File: src/can_fragment_reassembly_assert.svh
// Assertion macros shared by the reassembly block.
`ifndef CAN_FRAGMENT_REASSEMBLY_ASSERT_SVH
`define CAN_FRAGMENT_REASSEMBLY_ASSERT_SVH

// Same-cycle implication, checked on every rising clock edge outside reset.
`define CFR_ASSERT_NOW(lbl, ante, cons) \
    lbl: assert property (@(posedge clk) disable iff (!rst_n) (ante) |-> (cons)) \
        else $error("cfr assertion failed");

// Next-cycle implication, checked on every rising clock edge outside reset.
`define CFR_ASSERT_NEXT(lbl, ante, cons) \
    lbl: assert property (@(posedge clk) disable iff (!rst_n) (ante) |=> (cons)) \
        else $error("cfr assertion failed");

`endif

File: src/cfr_pkg.sv
// Types and constants of the CAN fragment reassembly block.
package cfr_pkg;

    localparam logic [3:0] TYPE_BEGIN = 4'd0;
    localparam logic [3:0] TYPE_MORE  = 4'd1;
    localparam logic [28:0] KEY_MASK  = 29'h1FFFE1FF;
    localparam logic [16:0] PLAIN_EXTRA = 17'd3;
    localparam logic [3:0] HDR_BYTES  = 4'd6;
    localparam logic [3:0] PLAIN_MIN  = 4'd2;
    localparam logic [3:0] MAX_DLC    = 4'd8;

    localparam logic [2:0] CFG_IDLE_TIMEOUT = 3'd0;
    localparam logic [2:0] CFG_MAX_BYTES    = 3'd1;
    localparam logic [2:0] CFG_RESET_CODE   = 3'd2;
    localparam logic [2:0] CFG_TSYNC_CODE   = 3'd3;
    localparam logic [2:0] CFG_SINGLE_CODE  = 3'd4;

    localparam logic [2:0] STAT_PARTIAL  = 3'd0;
    localparam logic [2:0] STAT_COMPLETE = 3'd1;
    localparam logic [2:0] STAT_NO_CTX   = 3'd2;
    localparam logic [2:0] STAT_FULL     = 3'd3;
    localparam logic [2:0] STAT_OVERFLOW = 3'd4;
    localparam logic [2:0] STAT_UNKNOWN  = 3'd5;
    localparam logic [2:0] STAT_BAD_HDR  = 3'd6;
    localparam logic [2:0] STAT_SWEPT    = 3'd7;

    typedef struct packed {
        logic load_item;
        logic search;
        logic commit;
    } cfr_cmd_t;

    typedef struct packed {
        logic [2:0]  status;
        logic [2:0]  slot_index;
        logic [15:0] write_offset;
        logic [3:0]  write_count;
        logic [63:0] write_data;
        logic [15:0] packet_length;
        logic [31:0] packet_header_id;
        logic        library_format;
        logic        replaced_incomplete;
        logic [7:0]  freed_slots;
    } cfr_result_t;

    function automatic logic [63:0] keep_bytes(input logic [63:0] d, input logic [3:0] n);
        logic [63:0] m;
        for (int k = 0; k < 8; k++)
        begin
            m[63 - 8 * k -: 8] = (n > 4'(k)) ? 8'hFF : 8'h00;
        end
        return d & m;
    endfunction

endpackage

File: src/cfr_ctrl.sv
// Sequencing controller: accept, slot search, commit and result hold.
module cfr_ctrl
(
    input  logic              clk,
    input  logic              rst_n,
    input  logic              in_valid,
    output logic              in_ready,
    output logic              out_valid,
    input  logic              out_ready,
    output cfr_pkg::cfr_cmd_t cmd
);
    import cfr_pkg::*;

    localparam logic [1:0] S_IDLE   = 2'd0;
    localparam logic [1:0] S_SEARCH = 2'd1;
    localparam logic [1:0] S_EXEC   = 2'd2;

    logic [1:0] state_reg;
    logic [1:0] state_next;
    logic       out_valid_reg;
    logic       out_valid_next;
    logic       out_free;

    assign in_ready  = (state_reg == S_IDLE);
    assign out_valid = out_valid_reg;
    assign out_free  = !out_valid_reg || out_ready;

    always_comb
    begin
        state_next     = state_reg;
        cmd            = '0;
        out_valid_next = out_valid_reg && !out_ready;
        case (state_reg)
            S_IDLE:
            begin
                if (in_valid)
                begin
                    cmd.load_item = 1'b1;
                    state_next    = S_SEARCH;
                end
            end
            S_SEARCH:
            begin
                cmd.search = 1'b1;
                state_next = S_EXEC;
            end
            S_EXEC:
            begin
                if (out_free)
                begin
                    cmd.commit     = 1'b1;
                    out_valid_next = 1'b1;
                    state_next     = S_IDLE;
                end
            end
            default:
            begin
                state_next = S_IDLE;
            end
        endcase
    end

    always_ff @(posedge clk or negedge rst_n)
    begin
        if (!rst_n)
        begin
            state_reg     <= S_IDLE;
            out_valid_reg <= 1'b0;
        end
        else
        begin
            state_reg     <= state_next;
            out_valid_reg <= out_valid_next;
        end
    end

endmodule

File: src/cfr_datapath.sv
// Slot table, configuration registers and result computation.
module cfr_datapath
#(
    parameter int SLOTS = 8
)
(
    input  logic                 clk,
    input  logic                 rst_n,
    input  cfr_pkg::cfr_cmd_t    cmd,
    input  logic                 item_opcode,
    input  logic [28:0]          item_can_id,
    input  logic [3:0]           item_frame_length,
    input  logic [63:0]          item_frame_data,
    input  logic [31:0]          item_now_ms,
    input  logic                 cfg_we,
    input  logic [2:0]           cfg_index,
    input  logic [31:0]          cfg_data,
    output cfr_pkg::cfr_result_t result
);
    import cfr_pkg::*;

    localparam int SLOT_W = (SLOTS > 1) ? $clog2(SLOTS) : 1;

    logic        op_reg;
    logic [28:0] id_reg;
    logic [3:0]  dlc_reg;
    logic [63:0] data_reg;
    logic [31:0] now_reg;

    logic [31:0] tmo_reg;
    logic [15:0] maxlen_reg;
    logic [3:0]  rst_code_reg;
    logic [3:0]  ts_code_reg;
    logic [3:0]  sgl_code_reg;

    logic              use_reg  [SLOTS];
    logic [28:0]       key_reg  [SLOTS];
    logic [15:0]       rcv_reg  [SLOTS];
    logic [31:0]       last_reg [SLOTS];
    logic [15:0]       len_reg  [SLOTS];
    logic [31:0]       hid_reg  [SLOTS];

    logic              found_reg;
    logic [SLOT_W-1:0] mslot_reg;
    logic              fany_reg;
    logic [SLOT_W-1:0] fslot_reg;
    logic [SLOTS-1:0]  exp_reg;

    logic              found_next;
    logic [SLOT_W-1:0] mslot_next;
    logic              fany_next;
    logic [SLOT_W-1:0] fslot_next;
    logic [SLOTS-1:0]  exp_next;

    cfr_result_t       result_reg;
    cfr_result_t       result_next;

    logic [3:0]        typ;
    logic              fmt;
    logic              is_single;
    logic              is_begin;
    logic              is_more;
    logic [SLOT_W-1:0] slot;
    logic              have;
    logic [31:0]       b_hid;
    logic [16:0]       b_len;
    logic              b_short;
    logic [15:0]       cur_len;
    logic [31:0]       cur_hid;
    logic [15:0]       rx;
    logic [3:0]        nb;
    logic [63:0]       shifted;
    logic [16:0]       sum;
    logic [SLOTS+7:0]  exp_ext;
    logic [SLOT_W+2:0] slot_ext;
    logic              do_sel;
    logic              do_alloc;
    logic              do_free;
    logic              do_begin;
    logic              do_rcv;

    assign result = result_reg;

    always_ff @(posedge clk)
    begin
        if (cmd.load_item)
        begin
            op_reg   <= item_opcode;
            id_reg   <= item_can_id;
            dlc_reg  <= (item_frame_length > MAX_DLC) ? MAX_DLC : item_frame_length;
            data_reg <= item_frame_data;
            now_reg  <= item_now_ms;
        end
    end

    always_ff @(posedge clk or negedge rst_n)
    begin
        if (!rst_n)
        begin
            tmo_reg      <= 32'd5000;
            maxlen_reg   <= 16'd256;
            rst_code_reg <= 4'd2;
            ts_code_reg  <= 4'd3;
            sgl_code_reg <= 4'd4;
        end
        else if (cfg_we)
        begin
            case (cfg_index)
                CFG_IDLE_TIMEOUT: tmo_reg      <= cfg_data;
                CFG_MAX_BYTES:    maxlen_reg   <= cfg_data[15:0];
                CFG_RESET_CODE:   rst_code_reg <= cfg_data[3:0];
                CFG_TSYNC_CODE:   ts_code_reg  <= cfg_data[3:0];
                CFG_SINGLE_CODE:  sgl_code_reg <= cfg_data[3:0];
                default:          ;
            endcase
        end
    end

    // Slot search: key match, lowest free slot and idle expiry, one lane per slot.
    always_comb
    begin
        found_next = 1'b0;
        mslot_next = '0;
        fany_next  = 1'b0;
        fslot_next = '0;
        for (int s = SLOTS - 1; s >= 0; s--)
        begin
            exp_next[s] = use_reg[s] && ((now_reg - last_reg[s]) > tmo_reg);
            if (use_reg[s] && (((key_reg[s] ^ id_reg) & KEY_MASK) == 29'd0))
            begin
                found_next = 1'b1;
                mslot_next = SLOT_W'(s);
            end
            if (!use_reg[s])
            begin
                fany_next  = 1'b1;
                fslot_next = SLOT_W'(s);
            end
        end
    end

    always_ff @(posedge clk)
    begin
        if (cmd.search)
        begin
            found_reg <= found_next;
            mslot_reg <= mslot_next;
            fany_reg  <= fany_next;
            fslot_reg <= fslot_next;
            exp_reg   <= exp_next;
        end
    end

    always_comb
    begin
        typ       = id_reg[12:9];
        fmt       = id_reg[8];
        is_single = (typ == rst_code_reg) || (typ == ts_code_reg) || (typ == sgl_code_reg);
        is_begin  = !is_single && (typ == TYPE_BEGIN);
        is_more   = !is_single && !is_begin && (typ == TYPE_MORE);
        slot      = found_reg ? mslot_reg : fslot_reg;
        have      = found_reg || (fany_reg && (is_single || is_begin));
        b_hid     = fmt ? data_reg[63:32] : {3'b000, id_reg};
        b_len     = fmt ? {1'b0, data_reg[31:16]} : ({1'b0, data_reg[63:48]} + PLAIN_EXTRA);
        b_short   = fmt ? (dlc_reg < HDR_BYTES) : (dlc_reg < PLAIN_MIN);
        cur_len   = is_begin ? b_len[15:0] : len_reg[slot];
        cur_hid   = is_begin ? b_hid : hid_reg[slot];
        rx        = is_begin ? 16'd0 : rcv_reg[slot];
        nb        = (is_begin && fmt) ? (dlc_reg - HDR_BYTES) : dlc_reg;
        shifted   = (is_begin && fmt) ? {data_reg[15:0], 48'd0} : data_reg;
        sum       = {1'b0, rx} + {13'd0, nb};
        exp_ext   = {8'd0, exp_reg};
        slot_ext  = {3'b000, slot};

        result_next = '0;
        result_next.status           = STAT_PARTIAL;
        result_next.packet_header_id = {3'b000, id_reg};
        result_next.library_format   = fmt;
        do_sel   = 1'b0;
        do_alloc = 1'b0;
        do_free  = 1'b0;
        do_begin = 1'b0;
        do_rcv   = 1'b0;

        if (op_reg)
        begin
            result_next = '0;
            result_next.status      = STAT_SWEPT;
            result_next.freed_slots = exp_ext[7:0];
        end
        else if (!found_reg && !(is_single || is_begin))
        begin
            result_next.status = STAT_NO_CTX;
        end
        else if (!have)
        begin
            result_next.status = STAT_FULL;
        end
        else
        begin
            do_sel   = 1'b1;
            do_alloc = !found_reg;
            result_next.slot_index = slot_ext[2:0];
            if (is_single)
            begin
                result_next.status        = STAT_COMPLETE;
                result_next.write_count   = dlc_reg;
                result_next.write_data    = keep_bytes(data_reg, dlc_reg);
                result_next.packet_length = {12'd0, dlc_reg};
                do_free = 1'b1;
            end
            else if (is_begin && b_short)
            begin
                result_next.replaced_incomplete = found_reg;
                result_next.status              = STAT_BAD_HDR;
                do_free = 1'b1;
            end
            else if (is_begin && (b_len > {1'b0, maxlen_reg}))
            begin
                result_next.replaced_incomplete = found_reg;
                result_next.packet_header_id    = b_hid;
                result_next.status              = STAT_BAD_HDR;
                do_free = 1'b1;
            end
            else if (!is_begin && !is_more)
            begin
                result_next.status = STAT_UNKNOWN;
                do_free = 1'b1;
            end
            else
            begin
                result_next.replaced_incomplete = is_begin && found_reg;
                result_next.packet_length       = cur_len;
                result_next.packet_header_id    = cur_hid;
                result_next.write_offset        = rx;
                do_begin = is_begin;
                if (sum > {1'b0, cur_len})
                begin
                    result_next.status = STAT_OVERFLOW;
                    do_free = 1'b1;
                end
                else
                begin
                    result_next.write_count = nb;
                    result_next.write_data  = keep_bytes(shifted, nb);
                    do_rcv = 1'b1;
                    if (sum >= {1'b0, cur_len})
                    begin
                        result_next.status = STAT_COMPLETE;
                        do_free = 1'b1;
                    end
                end
            end
        end
    end

    always_ff @(posedge clk or negedge rst_n)
    begin
        if (!rst_n)
        begin
            for (int s = 0; s < SLOTS; s++)
            begin
                use_reg[s]  <= 1'b0;
                key_reg[s]  <= '0;
                rcv_reg[s]  <= '0;
                last_reg[s] <= '0;
            end
        end
        else if (cmd.commit)
        begin
            for (int s = 0; s < SLOTS; s++)
            begin
                if (op_reg)
                begin
                    if (exp_reg[s])
                    begin
                        use_reg[s]  <= 1'b0;
                        key_reg[s]  <= '0;
                        rcv_reg[s]  <= '0;
                        last_reg[s] <= '0;
                    end
                end
                else if (do_sel && (slot == SLOT_W'(s)))
                begin
                    if (do_free)
                    begin
                        use_reg[s]  <= 1'b0;
                        key_reg[s]  <= '0;
                        rcv_reg[s]  <= '0;
                        last_reg[s] <= '0;
                    end
                    else
                    begin
                        use_reg[s]  <= 1'b1;
                        last_reg[s] <= now_reg;
                        if (do_alloc)
                        begin
                            key_reg[s] <= id_reg;
                        end
                        if (do_rcv)
                        begin
                            rcv_reg[s] <= sum[15:0];
                        end
                    end
                end
            end
        end
    end

    always_ff @(posedge clk)
    begin
        if (cmd.commit && !op_reg && do_sel && do_begin)
        begin
            len_reg[slot] <= cur_len;
            hid_reg[slot] <= b_hid;
        end
        if (cmd.commit)
        begin
            result_reg <= result_next;
        end
    end

endmodule

File: src/can_fragment_reassembly.sv
// Sequence: a request is accepted, then the slot search runs, then the commit registers the result;
// a new request is accepted only after the commit of the previous one;
// a stalled result holds the commit until the output register frees.
// Reset: all slots free, registers at their defaults, no clearing pass.
// Top level of the CAN fragment reassembly block.
module can_fragment_reassembly
#(
    parameter int SLOTS = 8
)
(
    input  logic         clk,
    input  logic         rst_n,
    input  logic         s_axis_tvalid,
    output logic         s_axis_tready,
    // can_id[28:0], frame_length[32:29], frame_data[96:33], now_ms[128:97]
    input  logic [135:0] s_axis_tdata,
    // opcode[0]
    input  logic         s_axis_tuser,
    output logic         m_axis_tvalid,
    input  logic         m_axis_tready,
    // slot_index[2:0], write_offset[18:3], write_count[22:19], write_data[86:23],
    // packet_length[102:87], packet_header_id[134:103], library_format[135],
    // replaced_incomplete[136], freed_slots[144:137]
    output logic [151:0] m_axis_tdata,
    // status[2:0]
    output logic [2:0]   m_axis_tuser,
    input  logic         cfg_valid,
    output logic         cfg_ready,
    input  logic [2:0]   cfg_index,
    input  logic [31:0]  cfg_data
);
    import cfr_pkg::*;

    cfr_cmd_t    cmd;
    cfr_result_t res;

    assign cfg_ready = 1'b1;

    cfr_ctrl u_ctrl
    (
        .clk       (clk),
        .rst_n     (rst_n),
        .in_valid  (s_axis_tvalid),
        .in_ready  (s_axis_tready),
        .out_valid (m_axis_tvalid),
        .out_ready (m_axis_tready),
        .cmd       (cmd)
    );

    cfr_datapath #(.SLOTS(SLOTS)) u_datapath
    (
        .clk               (clk),
        .rst_n             (rst_n),
        .cmd               (cmd),
        .item_opcode       (s_axis_tuser),
        .item_can_id       (s_axis_tdata[28:0]),
        .item_frame_length (s_axis_tdata[32:29]),
        .item_frame_data   (s_axis_tdata[96:33]),
        .item_now_ms       (s_axis_tdata[128:97]),
        .cfg_we            (cfg_valid),
        .cfg_index         (cfg_index),
        .cfg_data          (cfg_data),
        .result            (res)
    );

    assign m_axis_tuser = res.status;
    assign m_axis_tdata = {7'd0, res.freed_slots, res.replaced_incomplete,
                           res.library_format, res.packet_header_id, res.packet_length,
                           res.write_data, res.write_count, res.write_offset,
                           res.slot_index};

`include "can_fragment_reassembly_assert.svh"

    `CFR_ASSERT_NEXT(a_busy_after_accept, s_axis_tvalid && s_axis_tready, !s_axis_tready)
    `CFR_ASSERT_NEXT(a_search_follows_load, cmd.load_item, cmd.search)
    `CFR_ASSERT_NEXT(a_commit_gives_result, cmd.commit, m_axis_tvalid)
    `CFR_ASSERT_NOW(a_commit_output_free, cmd.commit, !m_axis_tvalid || m_axis_tready)

endmodule

File: config.mk
export PLATFORM = sky130hd
export DESIGN_NAME = can_fragment_reassembly
export DESIGN_NICKNAME = d
export VERILOG_FILES = /design/src/cfr_pkg.sv /design/src/cfr_ctrl.sv /design/src/cfr_datapath.sv /design/src/can_fragment_reassembly.sv
export VERILOG_INCLUDE_DIRS = /design/src /design/src/src
export SDC_FILE = /design/constraint.sdc
export NUM_CORES = 2
export LEC_CHECK = 0
export BUFFER_PORTS_ARGS = -buffer_cell sky130_fd_sc_hd__buf_4
export CAP_MARGIN = 20
export CELL_PAD_IN_SITES_DETAIL_PLACEMENT = 0
export CELL_PAD_IN_SITES_GLOBAL_PLACEMENT = 1
export CORE_UTILIZATION = 54
export DETAILED_ROUTE_END_ITERATION = 16
export PLACE_DENSITY_LB_ADDON = 0.1
export SLEW_MARGIN = 15
export SYNTH_ARGS = -nofsm -noshare
export SYNTH_HDL_FRONTEND = slang
export SYNTH_SLANG_ARGS = --single-unit
File: constraint.sdc
create_clock -name clk -period 13.4 [get_ports clk]
set_clock_uncertainty 0.05 [all_clocks]
set_input_delay 2.01 -clock clk [delete_from_list [all_inputs] [get_ports clk]]
set_output_delay 2.01 -clock clk [all_outputs]
set_load 0.02 [all_outputs]
==> reports/summary.txt <==
Die ar.: 0.1382 sq mm
Dominant synthesized flop cell: edfxtp_1
DR iter-0 viols: 5322
Tmin final: 8.753 ns
Largest net degree at the start of global routing: 99
Reg2reg path depth: 26
Synth warn: 0
Number of global-route vias before repair: 52400
Cell Pwr Density: 231.2 mW/mm^2
Setup TNS: 0 ns
Flop pwr share: 31.4%
Avg WL per Cell: 24.96 um
Residual DRC count: 0
Starting Density: 54.48%
Power Total: 19.26 mW
Worst Hold Depth: 2
Switching pwr: 7.841 mW
GRT Max-Usage Layer: met2
Design area: 0.08332 sq mm
Logic gate share of total power: 47.2%
Non-Filler Instances: 9054
# hold bufs at CTS: 0
Final Hold Fails: 0
Placed cell areas: 0.07833 sq mm
Slowest cell delay on critical path: 0.94 ns
Hold Startpoint: u_datapath.rcv_reg[112]
Buffers added on ports: 319
Max-Cap Viols: 0
Area delta synth->final: 12.89%
Die height: 371.7 um
Post-synth top area share: 27.59%
Rel. slew slack: 22.53%
Hold_ws: 0.4236 ns
GRT Total Usage: 32.64%
Post-route ant nets: 0
Total clock sinks: 1333
RR Startpoint: u_datapath.id_reg[9]
Post-synthesis sequential area ratio: 49.81%
Syn Inst Count: 6823
# rows: 135
Setup bufs post-CTS: 0
Area of the mapped netlist: 0.07380 sq mm
Final setup viols: 0
CP max stage cell: edfxtp_1
Post-CTS Resized: 0
First-pass GRT wire length: 333.4 mm
RSZ-0062 raised after global routing: no
Peak Freq: 114.2 MHz
Clk slew on worst S/H paths: 0.06 ns
Total gr overflow: 0
P_int: 11.42 mW
R2r endpoint: u_datapath.key_reg[3]
WS Path Type: flop to flop
Routing usage on met3: 5.913%
Slew Viols, Final: 0
Number of buffers created by CTS: 148
Post-synth EDFFs: 678
Initial antenna violation count: 9
Crit share post-route: 65.32%
Clock Latency Late Sink: 0.81 ns
Status: completed
Leak Pwr: 33.98 nW
Via Count: 54730
Area leader, netlist: edfxtp_1
Met1 usage: 48.01%
Placed cell count: 8773
Crit. End Element: flop
Worst path required time: 14.05 ns
Crit start category: flop
Final WL: 226.0 mm
Share of layout cells above drive strength 1: 12.21%
Die width: 371.7 um
Peak VDD IR: 0.1610 mV
R2r setup slk: 4.65 ns
Min-Delay Endpoint: u_datapath.rcv_reg[112]
Async S/R FF share, synth: 49.14%
Core Region: 0.1355 sq mm
CTS root buffer: clkbuf_16
Global routing usage on met2: 49.19%
Worst min-delay path class: flop to flop
Commonest cells in the netlist: 919 x nand2_1, 678 x edfxtp_1, 645 x dfrtp_1
Avg Cell Area, Syn: 10.82 sq um
Ranking of synthesized cells by area: edfxtp_1 28%, dfrtp_1 22%, ha_1 9.2%
Sw Ratio: 40.70%
CTS max path bufs: 3
Max FO, Critical Path: 49
Yosys reg bits: 1333
CTS HTree Levels: 4
# nets final: 7874
Clock Power Share: 21.4%
IO Count: 335
Pre-antenna DRT Iters: 6
Synth unique cells: 95
Critical Path AT: 9.40 ns
Most common cell in the netlist: nand2_1
Final HPWL DP: 156.3 mm
Vias per std cell: 6.045
CTS tree: done
Actual slew at the worst max-slew pin: 1.162 ns
Gpl congestion: 0.9136
-- final cells by class --
type                       count  area (sq um)
fill                       11110         52150
sequential                  1333         36760
multi-input combinational   4826         34590
clock buffer                 206          4133
timing repair buffer         431          3254
tap                         1781          2228
inverter                     404          1523
clock inverter                71         819.5
antenna                        2         5.005
-- worst max path at each step --
stage	startpoint	end	slack [ns]
after floorplan	m_axis_tready	u_datapath.last_reg[63]	4.63
final	u_datapath.id_reg[9]	u_datapath.key_reg[3]	4.65
after detailed placement	u_datapath.id_reg[9]	u_datapath.key_reg[3]	4.95
after global placement	u_datapath.id_reg[9]	u_datapath.key_reg[32]	4.97
after global routing	u_datapath.id_reg[9]	u_datapath.key_reg[3]	4.38
after CTS	u_datapath.id_reg[9]	u_datapath.key_reg[3]	4.83
-- per-stage QoR --
stage                     worst slack [ns]  util (%)
final                                4.647     61.50
after detailed placement             4.953     57.82
after global routing                 4.383     61.50
after floorplan                      4.626         -
after CTS                            4.829     61.48
after global placement               4.972     57.81
-- power groups by stage --
| stage | clock network (mW) | registers, mW | logic (mW) |
|---|---|---|---|
| finish | 4.12 | 6.05 | 9.10 |
| CTS | 4.17 | 6.04 | 8.98 |
| global route | 4.33 | 6.14 | 10.1 |
| global placement | 0 | 6.08 | 8.72 |
| floorplan | 0 | 5.96 | 6.40 |
| detailed placement | 0 | 6.11 | 8.90 |
-- placed cells by master, fill, tap and decap left out, types with 78 or more instances in the layout --
| master | instances |
|---|---|
| a21o_1 | 135 |
| a21oi_1 | 306 |
| buf_4 | 426 |
| clkbuf_16 | 149 |
| dfrtp_1 | 645 |
| edfxtp_1 | 678 |
| ha_1 | 544 |
| inv_1 | 399 |
| mux2i_1 | 234 |
| mux4_2 | 108 |
| nand2_1 | 917 |
| nand3_1 | 156 |
| nand4_1 | 102 |
| nor2_1 | 258 |
| nor2b_1 | 88 |
| nor3_1 | 78 |
| o21a_1 | 87 |
| o21ai_0 | 623 |
| xnor2_1 | 265 |
| xor2_1 | 192 |
-- kinds of logic (layout without fill, tap and decap cells) --
kind of cell	count (synthesis)	count (layout)	synth area share, %
AND/OR/NAND/NOR	1920	1920	12.19
AO/OA/AOI/OAI	1506	1506	12.36
buffers and inverters	670	1112	3.637
XOR/XNOR	457	457	5.423
multiplexers	382	382	7.098
adder cells (fa/ha/maj)	553	553	9.467
flip-flops	1333	1333	49.81
other	2	10	0.01018
-- critical path, delay by kind of cell (launching register included) --
family | cells | cell delay (ns)
compound gates | 7 | 1.33
xor+xnor | 3 | 0.72
fa+ha+maj | 2 | 0.62
buf+inv | 3 | 1.21
flops | 1 | 0.94
mux | 1 | 0.42
simple gates | 10 | 3.26
-- metal layers --
metal / part of all wire, % / up-vias / routed length [um]
li1: - / 25230 / -
met1: 45 / 27090 / 101900
met2: 44 / 2093 / 99520
met3: 8.1 / 321 / 18300
met4: 2.8 / 2 / 6257
met5: 0.0058 / - / 13
Note: power is estimated with default switching activity, not from simulation.
